`src/rtl/lz77_sliding_window_encoder_defines.svh`:
```
// Assertion macros for the LZ77 sliding-window encoder.
// Used by the top level only; no other dependencies.
`ifndef LZ77_SLIDING_WINDOW_ENCODER_DEFINES_SVH
`define LZ77_SLIDING_WINDOW_ENCODER_DEFINES_SVH
`ifndef SYNTHESIS
`define LZSW_ASSERT(lbl, clk, rst, prop) \
   lbl: assert property (@(posedge clk) disable iff (rst) prop) else $error("lzsw check failed");
`define LZSW_ASSERT_ALWAYS(lbl, clk, prop) \
   lbl: assert property (@(posedge clk) prop) else $error("lzsw check failed");
`else
`define LZSW_ASSERT(lbl, clk, rst, prop)
`define LZSW_ASSERT_ALWAYS(lbl, clk, prop)
`endif
`endif

```
`src/rtl/lzsw_pkg.sv`:
```
// Types, sizes and codes shared by the LZ77 sliding-window encoder.
// No dependencies.
package lzsw_pkg;
   localparam int WINDOW_DEPTH    = 1024;
   localparam int LOOKAHEAD_DEPTH = 16;
   localparam int AW   = $clog2(WINDOW_DEPTH);
   localparam int CNT_W = $clog2(WINDOW_DEPTH + 1);
   localparam int LI_W = $clog2(LOOKAHEAD_DEPTH);
   localparam int LC_W = $clog2(LOOKAHEAD_DEPTH + 1);
   localparam int WL_W = 11;
   localparam int ML_W = 5;
   localparam int OFF_W = 10;
   localparam int LEN_W = 4;
   localparam int CSR_IDX_W = 2;
   localparam int CSR_DATA_W = 11;
   localparam logic [WL_W-1:0] WINDOW_LIMIT_RESET = 11'd1024;
   localparam logic [ML_W-1:0] MATCH_LIMIT_RESET = 5'd16;
   localparam logic [7:0] NUL_BYTE = 8'd0;

   localparam logic [CSR_IDX_W-1:0] REG_WINDOW_LIMIT = 2'd0;
   localparam logic [CSR_IDX_W-1:0] REG_MATCH_LIMIT  = 2'd1;

   typedef struct packed {
      logic [7:0] data_byte;
      logic       stream_end;
   } req_type;

   typedef struct packed {
      logic [OFF_W-1:0] offset;
      logic [LEN_W-1:0] match_length;
      logic [7:0]       next_byte;
      logic             final_token;
   } rsp_type;

   typedef struct packed {
      logic la_shift;
      logic tap_shift;
   } cell_ctl_type;

   typedef struct packed {
      logic wr_en;
      logic clear;
   } hist_ctl_type;

   typedef enum logic [2:0] {
      ST_IDLE, ST_CHECK, ST_SEARCH, ST_EMIT, ST_CONSUME, ST_ENDTOK, ST_CLEAR
   } state_type;
endpackage

```
`src/rtl/lzsw_cell.sv`:
```
// One comparator cell: a lookahead byte and a history tap.
// Depends on lzsw_pkg.
module lzsw_cell (
   input  logic                  clock,
   input  lzsw_pkg::cell_ctl_type ctl,
   input  logic                  load_en,
   input  logic [7:0]            load_byte,
   input  logic [7:0]            la_right,
   input  logic [7:0]            hist_in,
   input  logic                  en,
   input  logic                  run_in,
   output logic [7:0]            la_byte,
   output logic [7:0]            tap_out,
   output logic                  run_out
);
   logic [7:0] la_ff;
   logic [7:0] tap_ff;

   always_ff @(posedge clock) begin
      if (load_en) begin
         la_ff <= load_byte;
      end else if (ctl.la_shift) begin
         la_ff <= la_right;
      end
      if (ctl.tap_shift) begin
         tap_ff <= hist_in;
      end
   end

   assign la_byte = la_ff;
   assign tap_out = tap_ff;
   // extend the match run only while every earlier cell matched
   assign run_out = run_in & en & (la_ff == hist_in);
endmodule

```
`config.mk`:
```
export PLATFORM = sky130hd
export DESIGN_NAME = lzsw_cell
export DESIGN_NICKNAME = d
export VERILOG_FILES = /design/src/rtl/lz77_sliding_window_encoder_defines.svh /design/src/rtl/lzsw_pkg.sv /design/src/rtl/lzsw_cell.sv
export SDC_FILE = /design/constraint.sdc
export NUM_CORES = 1
export LEC_CHECK = 0
export CELL_PAD_IN_SITES_DETAIL_PLACEMENT = 1
export CELL_PAD_IN_SITES_GLOBAL_PLACEMENT = 1
export CORE_MARGIN = 4
export CORE_UTILIZATION = 40
export DETAILED_ROUTE_END_ITERATION = 7
export DONT_BUFFER_PORTS = 1
export PLACE_DENSITY_LB_ADDON = 0.1
export RECOVER_POWER = 100
export SLEW_MARGIN = 25
export SYNTH_ARGS = -nofsm -noshare
export SYNTH_HDL_FRONTEND = slang
export SYNTH_SLANG_ARGS = --single-unit
```
`constraint.sdc`:
```
create_clock -name clock -period 0.8 [get_ports clock]
set_input_delay 0 -clock clock [delete_from_list [all_inputs] [get_ports clock]]
set_output_delay 0 -clock clock [all_outputs]
set_load 0.05 [all_outputs]
```
==> run metrics, run 1 <==
status=aborted with a tool error; Halt Stage=5_1_grt; Error=[ERROR DPL-0033] detailed placement checks failed during check placement.; port buffer count=0; dpl cell area=881 um^2; Mean Syn Cell Area=18.8 um^2; Die X=50.3 um; maximum clock path buffer count=2; Cells after Synth=38; Max H-tree Level=1; Die Ht=50.3 um; mapped cell area=714 um^2; clock root cell=clkbuf_4; placed cell count=79; # Post-CTS Setup Buffers=0; largest net degree at the start of global routing=10; worst endpoint type=output port; syn nets=68; Yosys warning count=0; synth unique cells=8; #FFs+latches synth=16; dominant cells by area after synthesis=edfxtp_1 67%, mux2_4 17%, xnor2_1 9.8%; Starting Density=0.418; initial antenna violation count=0; Worst EP post-GRT repair=run_out; sequential fraction of the synthesis area=0.673; # IOs=47; CTS buffer count=3; Synth area leader=edfxtp_1; # rows=15; GP Congestion=0.736; top-area cell type share of the netlist area=0.673; clock sink count=16
[Yosys cell counts]
| master | n |
|---|---|
| nor3_2 | 1 |
| or2_1 | 1 |
| mux2_4 | 8 |
| nand4_1 | 1 |
| edfxtp_1 | 16 |
| nand3_1 | 2 |
| buf_6 | 1 |
| xnor2_1 | 8 |
[repair_timing]
item | in CTS
pin swaps | 0
gates cloned | 0
endpoints found under the hold margin | 24
gates resized for setup | 15
setup endpoints to repair | 17
hold buffers | 25
[stage by stage]
stage / hold WS, ns / worst slack [ns]
after floorplan: 0.0989 / -0.641
after CTS: -0.0686 / -0.670
after global placement: 0.0990 / -0.261
after detailed placement: 0.0990 / -0.351
[cell families after synthesis]
group	synth area share
AND/OR/NAND/NOR	0.0455
flip-flops	0.673
multiplexers	0.168
buffers and inverters	0.0158
XOR/XNOR	0.0981
==> run 2, diff against run 1 <==
--- a/config.mk
+++ b/config.mk
@@ -5,13 +5,11 @@
 export SDC_FILE = /design/constraint.sdc
 export NUM_CORES = 1
 export LEC_CHECK = 0
-export CELL_PAD_IN_SITES_DETAIL_PLACEMENT = 1
-export CELL_PAD_IN_SITES_GLOBAL_PLACEMENT = 1
-export CORE_MARGIN = 4
-export CORE_UTILIZATION = 40
+export CORE_AREA = 4 4 65 67
 export DETAILED_ROUTE_END_ITERATION = 7
+export DIE_AREA = 0 0 69 71
 export DONT_BUFFER_PORTS = 1
-export PLACE_DENSITY_LB_ADDON = 0.1
+export PLACE_DENSITY_LB_ADDON = 0.15
 export RECOVER_POWER = 100
 export SLEW_MARGIN = 25
 export SYNTH_ARGS = -nofsm -noshare
==> constraint.sdc (replaced) <==
create_clock -name clock -period 1.05 [get_ports clock]
set_input_delay 0 -clock clock [delete_from_list [all_inputs] [get_ports clock]]
set_output_delay 0 -clock clock [all_outputs]
set_load 0.05 [all_outputs]
==> run metrics, run 2 <==
status=complete, but fails checks; failing checks=hold timing, setup timing; prevailing post-synth register cell=edfxtp_1; final hold vios=6; post-synthesis simple-gate area fraction=0.0455 (unchanged); ys async rst share=0 (unchanged); RSZ-0062 raised after global routing=true; DR vias/cell=3.61; area occupied by multi-input gates=199 um^2; max cap viols=0; maximum clock path buffer count=2 (unchanged); CTS Hold Bufs=25 (unchanged); #FFs+latches synth=16 (unchanged); Tmin final=1.33 ns; top-area cell type share of the netlist area=0.673 (unchanged); Die Area=4900 um^2; period utilization=1.26; Worst-Margin Slew=0.517 ns; Startpoint Class=flop; clock root cell=clkbuf_8; Crit-path slowest cell=edfxtp_1; Mean Syn Cell Area=18.8 um^2 (unchanged); mapped cell area=714 um^2 (unchanged); filler cell count in the final layout=373; HP Class=input pin to flop; worst hold path depth=1; HP Start=load_en; Total Nets Final=106; Via Count=440; most frequent cells after synthesis=16 x edfxtp_1, 8 x mux2_4, 8 x xnor2_1, 2 x nand3_1; initial antenna violation count=0; CTS buffer count=3 (unchanged); most frequent cells in the layout=25 x dlygate4sd3_1, 16 x edfxtp_1, 8 x mux2_1, 8 x xnor2_1, 7 x clkbuf_2; core area=3630 um^2; Adder-Cell Fraction of Synth Area=0 (unchanged); share of cells above drive strength 1=0.176; Clock Pin Slew Worst Setup and Hold Paths=0.06 ns; dominant cells by area after synthesis=edfxtp_1 67%, mux2_4 17%, xnor2_1 9.8%; gr ovfl total=0; routed length per instance=12.9 um; hold slack=-0.0191 ns; Max H-tree Level=1 (unchanged); Critical Path End Type=primary output; Starting Density=0.197 (-0.222); # IOs=47 (unchanged); crit-path max FO=2; # rows=22 (+7); storage element area=480 um^2; Worst EP required=1.05 ns; Cells after Synth=38 (unchanged); Synth area leader=edfxtp_1; synth unique cells=8 (unchanged); Yosys warning count=0 (unchanged); Layout area overhead=53.1%; post-route antenna net violation count=0; final worst setup slack=-0.277 ns; largest net degree at the start of global routing=10; placed cell count=94 (+19%); XOR/XNOR Fraction of Synth Area=0.0981 (unchanged); sequential fraction of the synthesis area=0.673 (unchanged); Overall Global Routing Usage=0.0672; PostCTS Resize Cnt=0 (-15); clock sink count=16 (unchanged); critical path class=flop to primary output; vias in the first global route=517; drt total wl=1570 um; syn nets=68 (unchanged); WP data arrival=1.33 ns; Power Density=1510 nW/um^2; Antenna Diode Count=0; Hold EP=la_byte[4]; worst vdd ir=0.000439 V; most common cell after layout, fill and taps aside=dlygate4sd3_1; main combinational cell family by area after synthesis=multiplexers; Max Fclk=754 MHz; GP Congestion=0.654 (-11%); Die Ht=71 um (+41%); number of flops mapped to enable cells by yosys=16 (unchanged); Compound-Gate Fraction of Synth Area=0 (unchanged); wire length of the first global-routing pass=2480 um; mux cell area share after synthesis=0.168 (unchanged); Setup-failing EPs final=1; max-slew violations=0; DRT iter0 DRCs=17; DRC Markers=0; TritonRoute pass-1 iters=3; Core Util, Final=0.301; Rel. slew slack=0.656; critical-path cell list=xnor2_1 > nand3_1 > nor3_4 > buf_12; leak pwr=0.393 nW; Setup WS pre-CTS=-0.0517 ns (+0.300 ns); most frequent cell after synthesis=edfxtp_1; Die X=69 um (+37%); Largest stage delay, worst path=0.41 ns; non-filler cells, final=122; CTS tree=yes; port buffer count=0 (unchanged)
-- run 2: worst max-delay path by stage --
stage | start | end | slack (ns) | cells after the start
final | la_byte[2] | run_out | -0.28 | 4
after global placement | la_byte[4] | run_out | -0.04 | 4
after detailed placement | la_byte[2] | run_out | -0.05 | 4
after floorplan | la_byte[4] | run_out | -0.39 | 3
after global routing | la_byte[4] | run_out | -0.43 | 4
after CTS | la_byte[2] | run_out | -0.31 | 4
-- run 2: through the flow --
stage	cell area [um^2]	power, mW	setup TNS [ns]
finish	1090	1.65	-0.277
global route	1090	1.73	-0.426
CTS	1140	1.71	-0.310
detailed placement	850	1.20	-0.0517
global placement	850	1.20	-0.0364
floorplan	721	1.13	-0.391
-- run 2: final cells by class --
class / instances / area share
clock buffer: 3 / 0.0378
multi-input combinational: 21 / 0.182
timing repair buffer: 34 / 0.286
sequential: 16 / 0.439
tap: 48 / 0.0549
-- run 2: critical path, delay by kind of cell, from the launching register on --
kind,cells,cell delay (ns)
XOR/XNOR,1,0.15
flip-flops,1,0.41
AND/OR/NAND/NOR,2,0.36
buffers and inverters,1,0.16
-- run 2: per-layer routing --
metal / global-route usage / wire length (um) / vias to the layer above
met5: 0 / 0 / -
li1: - / - / 214
met4: 0.0521 / 29 / 0
met1: 0.0632 / 614 / 191
met3: 0.0227 / 112 / 2
met2: 0.120 / 814 / 33
-- run 2: logic make-up (layout without fill, tap and decap cells) --
kind of cell	Yosys count	in the layout
flops	16	16
mux	8	8
buf+inv	1	37
xor+xnor	8	8
simple gates	5	5
-- run 2: timing repair --
action	in CTS	in global routing
setup buffers	0	0
setup endpoints to repair	1	1
pin swaps	2	1
endpoints found under the hold margin	24	8
-- run 2: power breakdown --
group / internal, mW / switching (mW)
combinational: 0.137 / 0.187
sequential: 0.777 / 0.120
clock: 0.253 / 0.177
total: 1.17 / 0.485
Note: power is estimated with default switching activity, not from simulation.
==> run 3, diff against run 2 <==
--- a/config.mk
+++ b/config.mk
@@ -5,12 +5,13 @@
 export SDC_FILE = /design/constraint.sdc
 export NUM_CORES = 1
 export LEC_CHECK = 0
-export CORE_AREA = 4 4 65 67
+export CORE_AREA = 3 3 64 66
 export DETAILED_ROUTE_END_ITERATION = 7
-export DIE_AREA = 0 0 69 71
+export DIE_AREA = 0 0 67 69
 export DONT_BUFFER_PORTS = 1
 export PLACE_DENSITY_LB_ADDON = 0.15
 export RECOVER_POWER = 100
+export SETUP_SLACK_MARGIN = 0.5
 export SLEW_MARGIN = 25
 export SYNTH_ARGS = -nofsm -noshare
 export SYNTH_HDL_FRONTEND = slang
==> run metrics, run 3 (synthesized netlist as in run 2, its figures left out) <==
WP data arrival=1.34 ns (about the same); failing checks=hold timing, setup timing; Setup-failing EPs final=1 (unchanged); vias in the first global route=471 (-8.9%); share of cells above drive strength 1=0.241 (+0.0657); Core Util, Final=0.260 (-0.0410); Design Power=1.62 mW (-1.7%); max cap viols=0 (unchanged); largest net degree at the start of global routing=10 (unchanged); Rel. slew slack=0.662 (+0.00681); DR vias/cell=3.72 (+3.1%); Layout area overhead=32.2%; core area=3630 um^2 (unchanged); status=complete, but fails checks; CTS buffer count=3 (unchanged); routed length per instance=13.7 um (+6.5%); worst vdd ir=0.000407 V (-7.2%); final instance area=945 um^2 (-14%); Via Count=394 (-10%); DRC Markers=0 (unchanged); # IOs=47 (unchanged); hold slack=-0.134 ns (-0.115 ns); Starting Density=0.197 (unchanged); crit-path max FO=2 (unchanged); drt total wl=1450 um (-7.5%); GP Congestion=0.672 (+2.8%); dpl cell area=852 um^2 (+0.29%); Die Ht=69 um (-2.8%); clock sink count=16 (unchanged); # rows=22 (unchanged); placed cell count=94 (unchanged); Worst EP required=1.05 ns (about the same); gr ovfl total=0 (unchanged); CTS tree=yes; maximum clock path buffer count=2 (unchanged); DRT iter0 DRCs=2 (-15); final hold vios=16 (+10); initial antenna violation count=0 (unchanged); post-route antenna net violation count=0 (unchanged); non-filler cells, final=106 (-13%); Antenna Diode Count=0 (unchanged); critical path class=flop to primary output; Tmin final=1.34 ns (+0.0173 ns); Clock Pin Slew Worst Setup and Hold Paths=0.06 ns (about the same); Die Area=4620 um^2 (-5.6%); Power Density=1720 nW/um^2 (+14%); HP Class=input pin to flop; Overall Global Routing Usage=0.0643 (-0.00293); max-slew violations=0 (unchanged); clock root cell=clkbuf_8; Startpoint Class=flop; most common cell after layout, fill and taps aside=edfxtp_1; Max Fclk=744 MHz (-1.3%); final worst setup slack=-0.294 ns (-0.0173 ns); Total Nets Final=90 (-15%); wire length of the first global-routing pass=2190 um (-12%); Die X=67 um (-2.9%); TritonRoute pass-1 iters=2 (-1); Max H-tree Level=1 (unchanged); most frequent cells in the layout=16 x edfxtp_1, 8 x mux2_1, 8 x xnor2_1, 8 x dlygate4sd3_1, 6 x clkbuf_2; period utilization=1.28 (+0.0165); Worst-Margin Slew=0.507 ns (-0.0102 ns); Critical Path End Type=primary output; port buffer count=0 (unchanged); leak pwr=0.331 nW (-16%); RSZ-0062 raised after global routing=true; CTS Hold Bufs=8 (-68%)
-- run 3: changes by cell type in the layout (fill, tap and decap cells not counted), sizes merged --
cell	change
dlygate4sd3	-17
buf	+1
-- run 3: area by class of cell --
| cell class | instances | area, um^2 |
|---|---|---|
| Timing Repair Buffer | 18 | 164 |
| Multi-Input combinational cell | 21 | 199 |
| Clock buffer | 3 | 41.3 |
| Sequential cell | 16 | 480 |
| Tap cell | 48 | 60.1 |
| Fill cell | 393 | 2690 |
-- run 3: report_power, final --
part	total, mW	switching, mW	leakage (nW)	internal, mW
clock network	0.436	0.183	0.0216	0.253
logic	0.289	0.178	0.149	0.111
registers	0.899	0.122	0.160	0.778
total	1.62	0.482	0.331	1.14
-- run 3: what timing repair did --
| action | 4_1_cts | 5_1_grt |
|---|---|---|
| setup buffers | 1 | 0 |
| resized for setup | 7 | 3 |
| endpoints found under the hold margin | 24 | 16 |
| endpoints found under the setup margin | 17 | 17 |
-- run 3: final timing paths --
path,startpoint,endpoint,cells after the start,slack (ns)
max,la_byte[0],run_out,4,-0.29
min,ctl[0],tap_out[2],0,-0.13
-- run 3: layer usage --
layer,GRT usage,share of wire,vias up
met5,0,0,-
met4,0.0270,0.014,0
met3,0.0342,0.11,3
met2,0.109,0.49,35
met1,0.0633,0.39,174
li1,-,-,182
-- run 3: stage by stage --
| step | TNS, ns | setup WS [ns] |
|---|---|---|
| after floorplan | -0.391 | -0.391 |
| after global placement | -0.0312 | -0.0312 |
| after detailed placement | -0.0538 | -0.0538 |
| after CTS | -0.312 | -0.312 |
| after global routing | -0.420 | -0.420 |
| final | -0.294 | -0.294 |
-- run 3: critical path, stage by stage, from the launching register on --
cell      delay [ns]
edfxtp_1        0.41
xnor2_1         0.16
nand3_1         0.14
nor3_4          0.23
buf_12          0.16
==> run 4, diff against run 3 <==
--- a/config.mk
+++ b/config.mk
@@ -5,6 +5,7 @@
 export SDC_FILE = /design/constraint.sdc
 export NUM_CORES = 1
 export LEC_CHECK = 0
+export ABC_AREA = 1
 export CORE_AREA = 3 3 64 66
 export DETAILED_ROUTE_END_ITERATION = 7
 export DIE_AREA = 0 0 67 69
==> run metrics, run 4 <==
ys async rst share=0 (unchanged); clock sink count=16 (unchanged); DRC Markers=0 (unchanged); Power Density=1610 nW/um^2 (-6.2%); clock root cell=clkbuf_8; RSZ-0062 raised after global routing=true; status=complete, but fails checks; Layout area overhead=45.3%; Cells after Synth=80 (+110%); synth unique cells=10 (+2); Die Ht=69 um (unchanged); Largest stage delay, worst path=0.41 ns (about the same); final hold vios=16 (unchanged); Tmin final=1.27 ns (-0.0782 ns); Yosys warning count=0 (unchanged); mapped cell area=739 um^2 (+3.5%); Max Fclk=790 MHz (+6.2%); Starting Density=0.204 (+0.00689); dpl cell area=885 um^2 (+3.8%); share of cells above drive strength 1=0.181 (-0.0604); core area=3630 um^2 (unchanged); routed length per instance=11.6 um (-16%); max cap viols=0 (unchanged); Startpoint Class=flop; Mean Syn Cell Area=9.24 um^2 (-51%); DRT iter0 DRCs=14 (+12); #FFs+latches synth=16 (unchanged); Crit-path slowest cell=edfxtp_1; Total Nets Final=136 (+51%); CTS buffer count=3 (unchanged); maximum clock path buffer count=2 (unchanged); Post-DP HPWL=1330 um; largest net degree at the start of global routing=11 (+1); leak pwr=0.484 nW (+46%); Die Area=4620 um^2 (unchanged); HP Start=ctl[0]; Worst-Margin Slew=0.537 ns (+0.0306 ns); most frequent cells after synthesis=40 x nand2_1, 16 x edfxtp_1, 10 x inv_1, 6 x nor2_1; crit-path max FO=3 (+1); GP Congestion=0.695 (+3.4%); gr ovfl total=0 (unchanged); dominant cells by area after synthesis=edfxtp_1 65%, nand2_1 20%, inv_1 5.1%; # IOs=47 (unchanged); Synth area leader=edfxtp_1; max-slew violations=0 (unchanged); TritonRoute pass-1 iters=4 (+2); Worst EP required=1.05 ns (about the same); WP data arrival=1.27 ns (-0.07 ns); period utilization=1.21 (-0.0745); most frequent cells in the layout=40 x nand2_1, 16 x edfxtp_1, 11 x inv_1; Max H-tree Level=1 (unchanged); # rows=22 (unchanged); top-area cell type share of the netlist area=0.650 (-0.0228); initial antenna violation count=0 (unchanged); Via Count=571 (+45%); Antenna Diode Count=0 (unchanged); prevailing post-synth register cell=edfxtp_1; hold slack=-0.140 ns (-0.00589 ns); most common cell after layout, fill and taps aside=nand2_1; critical path class=flop to primary output; Rel. slew slack=0.642 (-0.0204); Clock Pin Slew Worst Setup and Hold Paths=0.06 ns (about the same); Die X=67 um (unchanged); failing checks=hold timing, setup timing; Setup-failing EPs final=1 (unchanged); drt total wl=1770 um (+22%); port buffer count=0 (unchanged); number of flops mapped to enable cells by yosys=16 (unchanged); sequential fraction of the synthesis area=0.650 (-0.0228); Critical Path End Type=primary output; wire length of the first global-routing pass=2740 um (+25%); final worst setup slack=-0.216 ns (+0.0782 ns); post-route antenna net violation count=0 (unchanged); Overall Global Routing Usage=0.0802 (+0.0159); DR vias/cell=3.73 (+0.40%); CTS Hold Bufs=8 (unchanged); worst vdd ir=0.000384 V (-5.8%); HP Class=input pin to flop; syn nets=110 (+62%); vias in the first global route=602 (+28%); CP startpoint=la_byte[4]; TNS Setup=-0.216 ns (+0.0782 ns); Crit path top cell by count=nand2_1; most frequent cell after synthesis=nand2_1; final instance area=1070 um^2 (+14%); CTS tree=yes; critical-path cell list=nand2_1 > nand2_1 > nor2_1 > nand3_2 > nor2_4 > buf_12
-- run 4: cell types whose count changed in the layout (fill, tap and decap cells not counted), sizes merged, moves of 5 or more --
cell / change
nand2: +40
inv: +11
mux2: -8
nor2: +7
xnor2: -6
buf: +5
-- run 4: repair_timing --
item / in CTS / in global routing
endpoints found under the setup margin: 17 / 18
resized for setup: 13 / 5
hold endpoints to repair: 24 / 15
pin swaps: 7 / 0
cloned: 0 / 0
buffers inserted: 5 / 0
-- run 4: critical path: cells and delay by family (launching register included) --
| kind | cells | cell delay [ns] |
|---|---|---|
| buf+inv | 1 | 0.14 |
| flops | 1 | 0.41 |
| simple gates | 5 | 0.47 |
-- run 4: logic make-up (layout without fill, tap and decap cells) --
logic type,Yosys count,in the layout,share of synthesized area
simple gates,50,50,0.264
flops,16,16,0.650
buf+inv,12,37,0.0626
xor+xnor,2,2,0.0237
-- run 4: final cells by class --
cell class | instances | area (um^2)
sequential | 16 | 480
inverter | 11 | 41.3
multi-input combinational | 52 | 228
clock inverter | 1 | 3.75
clock buffer | 3 | 41.3
tap | 48 | 60.1
timing repair buffer | 22 | 220
fill | 387 | 2560
-- run 4: worst paths after layout --
check / to / slack, ns / cells past startpoint
worst max-delay path: run_out / -0.22 / 6
worst min-delay path: tap_out[4] / -0.14 / 0
-- run 4: per-stage QoR --
stage          total power, mW  utilization  setup WS [ns]  instances
3_3_place_gp              1.20        0.243        0.00139        136
3_5_place_dp              1.20        0.243     -0.0000950        136
6_report                  1.73        0.296         -0.216        153
5_1_grt                   1.82        0.296         -0.334        153
2_1_floorplan             1.13            -         -0.235         80
4_1_cts                   1.77        0.302         -0.220        153
-- run 4: power breakdown --
part | internal [mW] | leakage [nW] | switching (mW)
Clock | 0.259 | 0.0231 | 0.208
Combinational | 0.147 | 0.300 | 0.223
Sequential | 0.777 | 0.161 | 0.119
-- run 4: metal layers --
metal	vias to the layer above	global-route usage	wire, um
met4	0	0.0473	29
met5	-	0	0
met3	2	0.0195	149
met2	34	0.119	825
met1	239	0.103	766
li1	296	-	-
